==> config.mk <==
export PLATFORM = sky130hd
export DESIGN_NAME = addressed_frame_receiver
export DESIGN_NICKNAME = d
export VERILOG_FILES = /design/src/rtl/afr_pkg.sv /design/src/rtl/afr_parser.sv /design/src/rtl/afr_out_skid.sv /design/src/rtl/addressed_frame_receiver.sv
export SDC_FILE = /design/constraint.sdc
export NUM_CORES = 1
export LEC_CHECK = 0
export BUFFER_PORTS_ARGS = -buffer_cell sky130_fd_sc_hd__buf_4
export CORE_UTILIZATION = 40
export CTS_BUF_LIST = sky130_fd_sc_hd__clkbuf_8
export DETAILED_ROUTE_END_ITERATION = 10
export PLACE_DENSITY = 0.68
export SKIP_CTS_REPAIR_TIMING = 1
export SLEW_MARGIN = 20
export SYNTH_ARGS = -nofsm -noshare
export SYNTH_HDL_FRONTEND = slang
export SYNTH_HIERARCHICAL = 1
export SYNTH_SLANG_ARGS = --single-unit
==> constraint.sdc <==
create_clock -name clk_i -period 5.8 [get_ports clk_i]
set_input_delay 0.29 -clock clk_i [delete_from_list [all_inputs] [get_ports clk_i]]
set_output_delay 0.29 -clock clk_i [all_outputs]
set_load 0.01 [all_outputs]
==> src/rtl/afr_pkg.sv <==
// Package for the addressed frame receiver: codes, result type and constants.
`default_nettype none

package afr_pkg;

  localparam int unsigned ByteW         = 8;
  localparam int unsigned KindW         = 2;
  localparam int unsigned CfgIdxW       = 1;
  localparam int unsigned MaxDataLenDef = 128;
  localparam logic [ByteW-1:0] OwnAddrRst   = 8'hFF;
  localparam logic [ByteW-1:0] StartByteRst = 8'hEF;

  typedef enum logic [2:0] {
    PH_HUNT  = 3'd0,
    PH_ADDR  = 3'd1,
    PH_LEN   = 3'd2,
    PH_DATA  = 3'd3,
    PH_CHECK = 3'd4
  } phase_e;

  typedef enum logic [KindW-1:0] {
    KIND_DATA = 2'd0,
    KIND_GOOD = 2'd1,
    KIND_BAD  = 2'd2
  } kind_e;

  typedef enum logic [CfgIdxW-1:0] {
    REG_OWN_ADDRESS = 1'd0,
    REG_START_BYTE  = 1'd1
  } cfg_reg_e;

  typedef struct packed {
    kind_e            kind;
    logic [ByteW-1:0] payload_byte;
    logic [ByteW-1:0] byte_position;
  } frame_result_t;

endpackage

`default_nettype wire

==> src/rtl/afr_parser.sv <==
// Frame parser: phase state machine, length/count tracking and checksum.
`default_nettype none

module afr_parser
  import afr_pkg::*;
#(
  parameter int unsigned MAX_DATA_LEN = MaxDataLenDef
) (
  input  wire logic             clk_i,
  input  wire logic             rst_ni,
  input  wire logic             advance_i,
  input  wire logic [ByteW-1:0] rx_byte_i,
  input  wire logic [ByteW-1:0] own_address_i,
  input  wire logic [ByteW-1:0] start_byte_i,
  output logic                  res_valid_o,
  output frame_result_t         res_o
);

  localparam logic [ByteW-1:0] MaxLen = ByteW'(MAX_DATA_LEN);

  phase_e           phase_q, phase_d;
  logic [ByteW-1:0] frame_length_q, frame_length_d;
  logic [ByteW-1:0] data_count_q, data_count_d;
  logic [ByteW-1:0] running_xor_q, running_xor_d;
  logic [ByteW-1:0] count_inc;

  assign count_inc = data_count_q + 1'b1;

  always_comb begin
    phase_d        = phase_q;
    frame_length_d = frame_length_q;
    data_count_d   = data_count_q;
    running_xor_d  = running_xor_q;
    res_valid_o    = 1'b0;
    res_o.kind          = KIND_DATA;
    res_o.payload_byte  = rx_byte_i;
    res_o.byte_position = data_count_q;
    case (phase_q)
      PH_ADDR: begin
        phase_d = (rx_byte_i == own_address_i) ? PH_LEN : PH_HUNT;
      end
      PH_LEN: begin
        if (rx_byte_i > MaxLen) begin
          phase_d = PH_HUNT;
        end else begin
          frame_length_d = rx_byte_i;
          data_count_d   = '0;
          running_xor_d  = rx_byte_i;
          phase_d        = (rx_byte_i == '0) ? PH_CHECK : PH_DATA;
        end
      end
      PH_DATA: begin
        res_valid_o   = 1'b1;
        running_xor_d = running_xor_q ^ rx_byte_i;
        data_count_d  = count_inc;
        if (count_inc == frame_length_q) begin
          phase_d = PH_CHECK;
        end
      end
      PH_CHECK: begin
        res_valid_o         = 1'b1;
        res_o.kind          = (rx_byte_i == running_xor_q) ? KIND_GOOD : KIND_BAD;
        res_o.byte_position = frame_length_q;
        phase_d             = PH_HUNT;
      end
      default: begin
        // unused codes behave as hunting
        phase_d = (rx_byte_i == start_byte_i) ? PH_ADDR : PH_HUNT;
      end
    endcase
  end

  always_ff @(posedge clk_i or negedge rst_ni) begin
    if (!rst_ni) begin
      phase_q        <= PH_HUNT;
      frame_length_q <= '0;
      data_count_q   <= '0;
      running_xor_q  <= '0;
    end else if (advance_i) begin
      phase_q        <= phase_d;
      frame_length_q <= frame_length_d;
      data_count_q   <= data_count_d;
      running_xor_q  <= running_xor_d;
    end
  end

endmodule

`default_nettype wire

==> src/rtl/afr_out_skid.sv <==
// Result register with skid stage, decoupling input ready from output ready.
`default_nettype none

module afr_out_skid
  import afr_pkg::*;
(
  input  wire logic          clk_i,
  input  wire logic          rst_ni,
  input  wire logic          push_i,
  input  wire frame_result_t push_data_i,
  output logic               space_o,
  output logic               out_valid_o,
  input  wire logic          out_ready_i,
  output frame_result_t      out_data_o
);

  logic          out_valid_q, out_valid_d;
  logic          skid_valid_q, skid_valid_d;
  frame_result_t out_data_q, out_data_d;
  frame_result_t skid_data_q, skid_data_d;
  logic          pop;

  assign pop         = out_valid_q && out_ready_i;
  assign space_o     = !skid_valid_q;
  assign out_valid_o = out_valid_q;
  assign out_data_o  = out_data_q;

  always_comb begin
    out_valid_d  = out_valid_q;
    skid_valid_d = skid_valid_q;
    out_data_d   = out_data_q;
    skid_data_d  = skid_data_q;
    if (skid_valid_q) begin
      // no push possible while the skid holds a request
      if (pop) begin
        out_data_d   = skid_data_q;
        skid_valid_d = 1'b0;
      end
    end else if (push_i) begin
      if (!out_valid_q || pop) begin
        out_data_d  = push_data_i;
        out_valid_d = 1'b1;
      end else begin
        skid_data_d  = push_data_i;
        skid_valid_d = 1'b1;
      end
    end else if (pop) begin
      out_valid_d = 1'b0;
    end
  end

  always_ff @(posedge clk_i or negedge rst_ni) begin
    if (!rst_ni) begin
      out_valid_q  <= 1'b0;
      skid_valid_q <= 1'b0;
    end else begin
      out_valid_q  <= out_valid_d;
      skid_valid_q <= skid_valid_d;
    end
  end

  always_ff @(posedge clk_i) begin
    out_data_q  <= out_data_d;
    skid_data_q <= skid_data_d;
  end

endmodule

`default_nettype wire

==> src/rtl/addressed_frame_receiver.sv <==
// Addressed frame receiver: top level with configuration registers.
//
// Bytes enter on the rx channel (in_valid_i / in_ready_o / rx_byte_i) and
// are parsed as start, address, length, data..., checksum. Each data byte
// comes out as a request of kind data with its index; the checksum byte
// gives one request of kind good or bad with the frame length. Other bytes
// give no output request.
// Throughput is one byte per cycle while in_ready_o is high; the parser
// state machine decides each byte combinationally. An output request is
// registered and shows on out_valid_o once it is in the output register.
// A two-entry result stage (output register plus skid) lets a byte be taken
// while a result waits; in_ready_o drops only once both entries are full, so
// a stalled receiver holds off the input after at most two pending results.
// Reset clears the parser to hunting, empties the result stage and loads
// own_address 0xFF and start_byte 0xEF. Configuration writes via cfg_we_i
// apply from the next byte.
`default_nettype none

module addressed_frame_receiver
  import afr_pkg::*;
#(
  parameter int unsigned MAX_DATA_LEN = MaxDataLenDef
) (
  input  wire logic               clk_i,
  input  wire logic               rst_ni,
  input  wire logic               cfg_we_i,
  input  wire logic [CfgIdxW-1:0] cfg_idx_i,
  input  wire logic [ByteW-1:0]   cfg_data_i,
  input  wire logic               in_valid_i,
  output logic                    in_ready_o,
  input  wire logic [ByteW-1:0]   rx_byte_i,
  output logic                    out_valid_o,
  input  wire logic               out_ready_i,
  output logic [KindW-1:0]        kind_o,
  output logic [ByteW-1:0]        payload_byte_o,
  output logic [ByteW-1:0]        byte_position_o
);

  logic [ByteW-1:0] own_address_q;
  logic [ByteW-1:0] start_byte_q;
  logic             advance;
  logic             res_valid;
  frame_result_t    res;
  frame_result_t    out_data;

  always_ff @(posedge clk_i or negedge rst_ni) begin
    if (!rst_ni) begin
      own_address_q <= OwnAddrRst;
      start_byte_q  <= StartByteRst;
    end else if (cfg_we_i) begin
      case (cfg_reg_e'(cfg_idx_i))
        REG_OWN_ADDRESS: own_address_q <= cfg_data_i;
        REG_START_BYTE:  start_byte_q  <= cfg_data_i;
        default: ;
      endcase
    end
  end

  assign advance = in_valid_i && in_ready_o;

  afr_parser #(
    .MAX_DATA_LEN(MAX_DATA_LEN)
  ) u_parser (
    .clk_i        (clk_i),
    .rst_ni       (rst_ni),
    .advance_i    (advance),
    .rx_byte_i    (rx_byte_i),
    .own_address_i(own_address_q),
    .start_byte_i (start_byte_q),
    .res_valid_o  (res_valid),
    .res_o        (res)
  );

  afr_out_skid u_out (
    .clk_i      (clk_i),
    .rst_ni     (rst_ni),
    .push_i     (advance && res_valid),
    .push_data_i(res),
    .space_o    (in_ready_o),
    .out_valid_o(out_valid_o),
    .out_ready_i(out_ready_i),
    .out_data_o (out_data)
  );

  assign kind_o          = out_data.kind;
  assign payload_byte_o  = out_data.payload_byte;
  assign byte_position_o = out_data.byte_position;

endmodule

`default_nettype wire
==> results.txt, run 1 <==
----------------------------------------------------
[Timing]
  Max Fclk ... 418 MHz
  Final slew viol count ... 0
  Final period utilization ... 41.2%
  Period minus WS final ... 2390 ps
  Worst hold slack across all endpoints ... 172 ps
  RSZ-0062 raised after global routing ... false
  Setup tns final ... 0 ps
  Transition time of the tightest slew-check pin ... 744 ps
  Slew margin rel. ... 50.4%
  Post-route clock skew ... 6.02 ps
  Number of setup violations in the final report ... 0
  Number of failing hold endpoints at the final stage ... 0

[Global routing]
  Sum of overflow across all layers after global routing ... 0
  Gr usage total ... 14.8%
  Number of antenna violations at the first check in global routing ... 0
  Wire length of the first global-routing pass ... 12800 um
  Pin count of the biggest net entering global routing ... 46
  Via count of the first global-routing pass ... 2502

[Floorplanning]
  Total I/O pin count ... 42
  Row Count ... 37
  Horizontal die dimension ... 105 um
  Starting density of the core ... 41.3%
  Die Span Y ... 105 um
  Core outline area ... 10400 um2
  Total die area ... 11100 um2

[Clocking]
  Buffer type at the clock tree root ... clkbuf_8
  TritonCTS Buffers ... 9
  Clock tree from TritonCTS ... done
  Number of sinks driven by the clock tree ... 81
  Number of H-tree levels ... 3
  Reg clk slew, reported paths ... 90 ps
  Clock latency on the worst-skew pair ... 360 ps
  Clk buf depth ... 2

[Critical path]
  Critical setup path kind ... reg2reg
  Master of the slowest instance on the critical path ... o22a_1
  Sum of buffers and inverters on the critical path ... 0
  Cell occurring most often along the worst timing path ... nand2_1
  Cells traversed along the worst timing path ... nor2_1 -> nand2_1 -> nand2_1 -> and3_1 -> o22a_1
  Data required, critical path ... 5800 ps
  Arrival time at the worst endpoint ... 2380 ps
  Worst-case register-to-register setup slack ... 3410 ps
  Worst flop-to-flop path startpoint ... u_parser/phase_q[0]$_DFFE_PN0P_
  Largest fanout on the critical path ... 18
  Worst Setup Start Kind ... flop
  Delay of the slowest critical-path stage ... 640 ps
  Worst setup path startpoint ... u_parser/phase_q[0]$_DFFE_PN0P_
  Cell family contributing the most delay on the critical path ... simple AND/OR/NAND/NOR gates
  Type of element capturing the critical path ... flop

[Power and ir drop]
  Sum of internal, switching and leakage power ... 1.93 mW
  Pwr/cell area ... 412 nW/um2
  Maximum resistive drop on vdd ... 0.000170 V
  P_leak ... 1.84 nW

[Synth]
  Synth warnings ... 6
  Library cells used by synthesis ... 54
  Number of synthesized flops with an enable pin ... 36
  Ys async rst share ... 55.6%
  Post-Synthesis Mean Instance Area ... 12.9 um2
  Synth Register Bits ... 81
  Part of the Yosys area used for sequential elements ... 52.0%
  Flip-flop cell with the highest count after synthesis ... edfxtp_1
  Post-Syn Nets ... 354
  Cell area after synthesis ... 4280 um2
  Synth Instances ... 331

[Outcome]
  Outcome ... complete, no violations

[Routing]
  Number of DRC violations after detailed-routing iteration 0 ... 176
  WL/cell ... 15.9 um
  Vias per cell ... 5.31
  ANT nets after route ... 0
  Via count of the routed design ... 2624
  Total routed wirelength ... 7850 um
  Remaining DRCs ... 0
  First-pass iteration count of the detailed router ... 5

[Hold path]
  Type of the most critical hold path ... in2reg
  Min-Delay Startpoint ... cfg_data_i[2]

[Placement]
  Placed Cells incl. Taps ... 477
  Final estimated routing congestion in global placement ... 0.854
  Count of port buffers added during placement ... 41
  DP HPWL ... 5480 um

[Run]
  Maximum Capacitance Violations ... 0

[Final layout]
  Count of antenna diodes in the layout ... 0
  Fraction of layout cells with a size suffix above 1 ... 37.4%
  Share of the core filled with cells in the final layout ... 45.0%
  Layout area overhead ... 9.15%
  Total Nets Final ... 376
  Final cell count without fillers ... 494
  Count of filler cells inserted in the layout ... 943

----------------------------------------------------
-- worst register-to-register path, cell delays in order, from the launching register on --
cell	delay [ps]
dfrtp_1	470
nor2_1	190
nand2_1	320
nand2_1	160
and3_1	240
o22a_1	640
-- cell type report --
class | count | area, um2 | share of cell area [%]
sequential | 81 | 2230 | 47.7
timing repair buffer | 42 | 318 | 6.80
clock inverter | 6 | 48.8 | 1.04
multi-input combinational | 217 | 1760 | 37.7
clock buffer | 10 | 138 | 2.95
inverter | 2 | 7.51 | 0.161
tap | 136 | 170 | 3.64
-- sequential cells by signal, indices dropped and copies added, names as in the netlist --
name,count
own_address_q,8
start_byte_q,8
u_out/out_data_o,18
u_out/out_valid_o,1
u_out/skid_data_q,18
u_out/skid_valid_q,1
u_parser/data_count_q,8
u_parser/frame_length_q,8
u_parser/phase_q,3
u_parser/running_xor_q,8
-- layout by cell type, fill, tap and decap left out, types with 3 or more instances in the layout --
cell type,instances
buf_4,41
edfxtp_1,36
mux2_4,31
dfrtp_1,29
xnor2_1,28
mux2_2,19
a21oi_1,17
o21ai_0,16
dfstp_2,15
nor2_1,14
nand3_1,13
clkbuf_8,10
nand2_1,9
nand4_1,7
nor3_1,6
and2_1,4
nand2b_1,4
o211ai_1,4
xor2_1,4
and3_1,3
inv_6,3
clkinvlp_4,3
nor4_1,3
o41ai_1,3
o31ai_1,3
-- Yosys cell counts (all sizes together) (2+ instances only) --
cell	instances	share of area [%]
edfxtp	36	25
nand3	13	1.5
nand4	7	1.0
xor2	4	0.82
nor2	14	1.2
dfstp	15	9.2
o21ai	17	2.1
or3	3	0.47
dfrtp	30	18
a311oi	2	0.41
mux2	50	16
xnor2	28	5.7
nor3	6	0.70
inv	2	0.18
nand2b	5	0.91
a31oi	2	0.29
o41ai	3	0.61
clkbuf	13	2.8
and2	4	0.58
or2	2	0.29
nor4	3	0.44
a21oi	17	2.0
and3	3	0.44
o211ai	4	0.70
buf	17	3.6
nand2	11	1.1
o31ai	3	0.53
-- metal layers --
| layer | track usage (%) | share of wire [%] | vias up |
|---|---|---|---|
| met1 | 19.5 | 45 | 1286 |
| met3 | 4.89 | 5.8 | 14 |
| li1 | - | - | 1244 |
| met2 | 23.4 | 48 | 80 |
| met5 | 0 | 0 | - |
| met4 | 3.82 | 1.0 | 0 |
-- power by group --
part	leakage (nW)	total (mW)	switching (mW)	internal, mW
Combinational	0.875	0.617	0.284	0.333
Clock	0.0859	0.385	0.213	0.171
Sequential	0.876	0.924	0.144	0.781
Total	1.84	1.93	0.641	1.29
-- kinds of logic (layout without fill, tap and decap cells) --
group,Yosys count,count (layout),share of synthesized area [%]
flip-flops,81,81,52.0
AND/OR/NAND/NOR,78,78,10.2
AO/OA/AOI/OAI,55,55,8.01
multiplexers,51,51,16.1
buffers and inverters,33,60,6.81
XOR/XNOR,32,32,6.55
adder cells (fa/ha/maj),1,1,0.292
-- path summary, 6_finish.rpt --
| check | endpoint | cells after the start |
|---|---|---|
| min reg2reg | start_byte_q[4]$_DFFE_PN0P_ | 1 |
| min | own_address_q[2]$_DFFE_PN1P_ | 2 |
| min in group asynchronous | start_byte_q[4]$_DFFE_PN0P_ | 2 |
| max in group asynchronous | u_out/skid_valid_q$_DFF_PN0_ | 2 |
| max reg2reg | u_out/out_data_o[2]$_DFFE_PP_ | 5 |
| max | u_out/out_data_o[2]$_DFFE_PP_ | 5 |
-- per-stage QoR --
step / cell area, um2 / worst slack, ps
after floorplan: 4280 / 3320
after global routing: 4670 / 3180
after global placement: 4470 / 3370
after detailed placement: 4470 / 3240
after CTS: 4660 / 3260
final: 4670 / 3410
(Power assumes the default switching activity.)
==> run 2: changes to the inputs <==
PLACE_DENSITY = 0.7   (was 0.68)
clock period = 2 ns   (was 5.8 ns; I/O delays follow)
==> run 2 against run 1 <==
  * Via count increased by 5.8%
  * Clock power increased to 3.3 times the previous value
  * Clock skew up 5.3 ps
  * Cell area grew 7.3%
  * Register-to-register slack got worse by 3300 ps
  * Critical endpoint is now u_parser/phase_q[2]$_DFFE_PN0P_
  * Critical path type unchanged
  * Final cell count rose by 6.7%
  * Largest cell class unchanged
  * Wire length is 6.2% higher
  * Critical path depth grew 2
==> results.txt, run 2 (same netlist as run 1, synthesis figures left out) <==
----------------------------------------------------
[Global routing]
  Wire length of the first global-routing pass ... 13700 um (+7.1%)
  Pin count of the biggest net entering global routing ... 46 (unchanged)
  Number of antenna violations at the first check in global routing ... 0 (unchanged)
  Via count of the first global-routing pass ... 2661 (+6.4%)
  Gr usage total ... 15.9% (+1.1 points)
  Sum of overflow across all layers after global routing ... 0 (unchanged)

[Floorplanning]
  Row Count ... 37 (unchanged)
  Starting density of the core ... 41.3% (unchanged)
  Horizontal die dimension ... 105 um (unchanged)
  Core outline area ... 10400 um2 (unchanged)
  Total die area ... 11100 um2 (unchanged)
  Die Span Y ... 105 um (unchanged)
  Total I/O pin count ... 42 (unchanged)

[Placement]
  Final estimated routing congestion in global placement ... 0.833 (-2.4%)
  Count of port buffers added during placement ... 41 (unchanged)
  Placed Cells incl. Taps ... 502 (+5.2%)
  DP HPWL ... 5860 um (+6.9%)

[Routing]
  ANT nets after route ... 0 (unchanged)
  Number of DRC violations after detailed-routing iteration 0 ... 153 (-13%)
  Vias per cell ... 5.27 (-0.80%)
  Total routed wirelength ... 8330 um (+6.2%)
  Remaining DRCs ... 0 (unchanged)
  First-pass iteration count of the detailed router ... 4 (-1)
  Via count of the routed design ... 2777 (+5.8%)
  WL/cell ... 15.8 um (-0.47%)

[Clocking]
  Buffer type at the clock tree root ... clkbuf_8
  Number of sinks driven by the clock tree ... 81 (unchanged)
  Number of H-tree levels ... 3 (unchanged)
  Clock tree from TritonCTS ... done
  Reg clk slew, reported paths ... 90 ps (about the same)
  Clk buf depth ... 2 (unchanged)
  Clock latency on the worst-skew pair ... 360 ps (about the same)
  TritonCTS Buffers ... 9 (unchanged)

[Timing]
  Period minus WS final ... 1890 ps (-497 ps)
  Number of setup violations in the final report ... 0 (unchanged)
  Final slew viol count ... 0 (unchanged)
  Post-route clock skew ... 11.3 ps (+5.26 ps)
  Setup tns final ... 0 ps (unchanged)
  Worst hold slack across all endpoints ... 26.4 ps (-146 ps)
  Transition time of the tightest slew-check pin ... 642 ps (-103 ps)
  Slew margin rel. ... 57.0% (+6.7 points)
  Max Fclk ... 528 MHz (+26%)
  Number of failing hold endpoints at the final stage ... 0 (unchanged)
  Final period utilization ... 94.6% (+53 points)
  RSZ-0062 raised after global routing ... false

[Critical path]
  Master of the slowest instance on the critical path ... dfrtp_1
  Arrival time at the worst endpoint ... 2140 ps (-240 ps)
  Delay of the slowest critical-path stage ... 420 ps (-220 ps)
  Worst Setup Start Kind ... flop
  Critical setup path kind ... reg2reg
  Type of element capturing the critical path ... flop
  Cells traversed along the worst timing path ... ha_2 -> nand3_1 -> or3_1 -> nand4_1 -> a211oi_2 -> buf_4 -> a221o_1
  Data required, critical path ... 2240 ps (-3560 ps)
  Sum of buffers and inverters on the critical path ... 1 (+1)
  Worst-case register-to-register setup slack ... 110 ps (-3300 ps)
  Cell family contributing the most delay on the critical path ... simple AND/OR/NAND/NOR gates
  Largest fanout on the critical path ... 4 (-14)

[Final layout]
  Final cell count without fillers ... 527 (+6.7%)
  Layout area overhead ... 17.1%
  Share of the core filled with cells in the final layout ... 48.3% (+3.3 points)
  Fraction of layout cells with a size suffix above 1 ... 42.5% (+5.0 points)
  Count of antenna diodes in the layout ... 0 (unchanged)
  Total Nets Final ... 409 (+8.8%)
  Commonest non-fill, non-tap cells in the layout ... 65 x buf_4, 36 x edfxtp_1, 31 x mux2_4
  Most frequent standard cell in the layout excluding fill and tap cells ... buf_4

[Outcome]
  Outcome ... complete, no violations

[Run]
  Maximum Capacitance Violations ... 0 (unchanged)

[Power and ir drop]
  Maximum resistive drop on vdd ... 0.000460 V (+170%)
  P_leak ... 2.02 nW (+10%)
  Pwr/cell area ... 1190 nW/um2 (+190%)

[Hold path]
  Type of the most critical hold path ... in2reg

----------------------------------------------------
run 2: report_power, final:
group | internal, mW | total (mW) | switching [mW]
clock | 0.626 | 1.26 | 0.635
sequential | 2.26 | 2.59 | 0.331
combinational | 1.14 | 2.12 | 0.983
total | 4.03 | 5.98 | 1.95
run 2: area by class of cell:
cell class | count | area, um2
clock inverters | 6 | 73.8
clock buffers | 10 | 138
repair buffers | 75 | 598
flip-flops and latches | 81 | 2230
well taps | 136 | 170
inverters | 2 | 7.51
fillers | 930 | 5360
multi-input cells | 217 | 1800
run 2: through the flow:
step / worst slack [ps] / total power, mW / area (um2)
after floorplan: 40.6 / 4.08 / 4290
after global placement: 12.2 / 4.62 / 4680
after detailed placement: -33.0 / 4.70 / 4680
after CTS: 43.1 / 5.97 / 4890
after global routing: 8.26 / 6.31 / 5010
final: 108 / 5.98 / 5010
run 2: path summary, 6_finish.rpt:
path,start,endpoint,cells past startpoint
max in group asynchronous,rst_ni,u_parser/data_count_q[4]$_DFFE_PN0P_,2
min in group asynchronous,rst_ni,u_parser/frame_length_q[5]$_DFFE_PN0P_,2
worst min-delay path,rx_byte_i[0],u_out/skid_data_q[8]$_DFFE_PP_,1
worst max register to register,u_parser/data_count_q[1]$_DFFE_PN0P_,u_parser/phase_q[2]$_DFFE_PN0P_,7
worst min register to register,start_byte_q[4]$_DFFE_PN0P_,start_byte_q[4]$_DFFE_PN0P_,1
worst max-delay path,u_parser/data_count_q[1]$_DFFE_PN0P_,u_parser/phase_q[2]$_DFFE_PN0P_,7
run 2: routing by layer:
| layer | global-route usage [%] | vias up | wire, um |
|---|---|---|---|
| met1 | 22.0 | 1378 | 3840 |
| li1 | - | 1310 | - |
| met4 | 6.44 | 0 | 159 |
| met5 | 0 | - | 0 |
| met3 | 3.59 | 14 | 336 |
| met2 | 24.1 | 75 | 3990 |
==> run 3: changes to the inputs <==
BUFFER_PORTS_ARGS = not set   (was -buffer_cell sky130_fd_sc_hd__buf_4)
CELL_PAD_IN_SITES_DETAIL_PLACEMENT = 2   (was not set)
CELL_PAD_IN_SITES_GLOBAL_PLACEMENT = 2   (was not set)
DONT_BUFFER_PORTS = 1   (was not set)
PLACE_DENSITY = 0.86   (was 0.7)
SLEW_MARGIN = 10   (was 20)
==> run 3 against run 2 <==
  * The run now ends with negative hold slack left
  * Via count fell by 0.68%
  * Critical path type unchanged
  * Power rose by 1.2%
  * Sequential share of layout area rose by 2.5 points
  * Register-to-register slack got worse by 30 ps
  * First-iteration DRC count fell by 7.8%
  * Clock-buffer cell count fell by 1
  * Sequential cell count did not move
  * Utilization fell by 2.5 points
  * Die area did not move
==> results.txt, run 3 (same netlist as run 1, synthesis figures left out) <==
----------------------------------------------------
[Placement]
  Total placed instance area ... 4270 um2 (-8.8%)
  DP HPWL ... 7580 um (+29%)
  Setup Slack @ Placement ... -20.9 ps (+12.1 ps)
  Final estimated routing congestion in global placement ... 0.774 (-7.1%)
  Count of port buffers added during placement ... 0 (-100%)

[Global routing]
  Via count of the first global-routing pass ... 2995 (+13%)
  Sum of overflow across all layers after global routing ... 0 (unchanged)
  Number of antenna violations at the first check in global routing ... 0 (unchanged)
  Pin count of the biggest net entering global routing ... 46 (unchanged)
  Wire length of the first global-routing pass ... 16800 um (+23%)
  Gr usage total ... 20.4% (+4.5 points)

[Routing]
  Remaining DRCs ... 0 (unchanged)
  Total routed wirelength ... 11400 um (+37%)
  ANT nets after route ... 0 (unchanged)
  Via count of the routed design ... 2758 (-0.68%)
  Vias per cell ... 5.71 (+8.4%)
  First-pass iteration count of the detailed router ... 4 (unchanged)
  WL/cell ... 23.6 um (+49%)
  Number of DRC violations after detailed-routing iteration 0 ... 141 (-7.8%)

[Run]
  Maximum Capacitance Violations ... 0 (unchanged)

[Clocking]
  Clock latency on the worst-skew pair ... 380 ps (+20 ps)
  Reg clk slew, reported paths ... 90 ps (about the same)
  Number of sinks driven by the clock tree ... 81 (unchanged)
  Number of H-tree levels ... 3 (unchanged)
  Clock tree from TritonCTS ... done
  TritonCTS Buffers ... 9 (unchanged)
  Clk buf depth ... 2 (unchanged)
  Buffer type at the clock tree root ... clkbuf_8

[Power and ir drop]
  Maximum resistive drop on vdd ... 0.000526 V (+14%)
  Sum of internal, switching and leakage power ... 6.05 mW (+1.2%)
  P_leak ... 1.81 nW (-10%)
  Pwr/cell area ... 1270 nW/um2 (+6.8%)

[Timing]
  Number of failing hold endpoints at the final stage ... 5 (+5)
  Period minus WS final ... 1930 ps (+34.3 ps)
  Slew margin rel. ... 42.8% (-14 points)
  Final period utilization ... 96.3% (+1.7 points)
  Worst hold slack across all endpoints ... -40.0 ps (-66.3 ps)
  Transition time of the tightest slew-check pin ... 854 ps (+213 ps)
  Final slew viol count ... 0 (unchanged)
  Number of setup violations in the final report ... 0 (unchanged)
  Post-route clock skew ... 12.2 ps (+0.963 ps)
  Minimum setup slack in the final design ... 73.5 ps (-34.3 ps)
  Max Fclk ... 519 MHz (-1.8%)

[Floorplanning]
  Die Span Y ... 105 um (unchanged)
  Starting density of the core ... 41.3% (unchanged)
  Row Count ... 37 (unchanged)
  Total I/O pin count ... 42 (unchanged)
  Horizontal die dimension ... 105 um (unchanged)
  Core outline area ... 10400 um2 (unchanged)
  Total die area ... 11100 um2 (unchanged)

[Final layout]
  Fraction of layout cells with a size suffix above 1 ... 33.1% (-9.3 points)
  Count of antenna diodes in the layout ... 0 (unchanged)
  Finished layout cell area ... 4750 um2 (-5.2%)
  Layout area overhead ... 11.0%
  Total Nets Final ... 365 (-11%)
  Most frequent standard cell in the layout excluding fill and tap cells ... edfxtp_1
  Share of the core filled with cells in the final layout ... 45.8% (-2.5 points)
  Commonest non-fill, non-tap cells in the layout ... 36 x edfxtp_1, 31 x mux2_4, 28 x dfrtp_1, 28 x xnor2_1, 19 x mux2_2

[Critical path]
  FF-to-FF path depth ... 6 (-1)
  Type of element capturing the critical path ... flop
  Worst Setup Start Kind ... flop
  Worst flop-to-flop path startpoint ... u_parser/data_count_q[1]$_DFFE_PN0P_
  Arrival time at the worst endpoint ... 2200 ps (+60 ps)
  Worst-case register-to-register setup slack ... 70 ps (-30 ps)
  Largest fanout on the critical path ... 6 (+2)
  Worst setup path startpoint ... u_parser/data_count_q[1]$_DFFE_PN0P_
  Critical setup path kind ... reg2reg
  Data required, critical path ... 2270 ps (+30 ps)

[Outcome]
  Outcome ... finished with violations
  Violated checks ... negative hold slack

[Hold path]
  Number of cells on the worst hold path ... 2 (+1)
  Type of the most critical hold path ... in2reg
  Min-Delay Startpoint ... rx_byte_i[2]

----------------------------------------------------
## run 3: changes by cell type in the layout (fill, tap and decap cells not counted), sizes merged
cell,change
inv,+1
clkbuf,-1
dlygate4sd3,+9
buf,-53
clkinv,-1
bufinv,+1
## run 3: worst max-delay path, cell delays in order, from the launching register on
cell	delay [ps]
dfrtp_1	460
ha_2	280
nand3_1	160
or3_1	390
nand4_1	120
a211oi_2	80
a221o_1	330
## run 3: cell type report
type / count / area [um2]
multi-input cells: 217 / 1800
flip-flops and latches: 81 / 2230
inverters: 2 / 7.51
clock buffers: 9 / 124
well taps: 136 / 170
fillers: 1016 / 5620
repair buffers: 31 / 323
clock inverters: 7 / 98.8
## run 3: power breakdown
| part | total [mW] | switching, mW | internal, mW |
|---|---|---|---|
| Clock | 1.39 | 0.673 | 0.714 |
| Sequential | 2.75 | 0.478 | 2.27 |
| Combinational | 1.91 | 0.973 | 0.938 |
| Total | 6.05 | 2.12 | 3.92 |
## run 3: layer usage
layer	GRT usage (%)	wire length, um	share of wire [%]	vias to the layer above
li1	-	-	-	1223
met1	23.2	4800	42	1453
met2	35.9	6000	53	59
met3	5.57	355	3.1	23
met4	8.65	259	2.3	0
met5	0	0	0	-
## run 3: metrics by stage
step	setup TNS, ps	instances
floorplan	0	331
global placement	0	447
detailed placement	-20.9	447
CTS	-64.8	463
global route	-15.8	483
finish	0	483
## run 3: worst paths after layout
kind                                                         end
setup / recovery                 u_parser/phase_q[2]$_DFFE_PN0P_
setup reg to reg                 u_parser/phase_q[2]$_DFFE_PN0P_
max in group asynchronous           own_address_q[6]$_DFFE_PN1P_
min in group asynchronous  u_parser/running_xor_q[3]$_DFFE_PN0P_
hold reg to reg                      start_byte_q[4]$_DFFE_PN0P_
hold / removal             u_parser/running_xor_q[2]$_DFFE_PN0P_
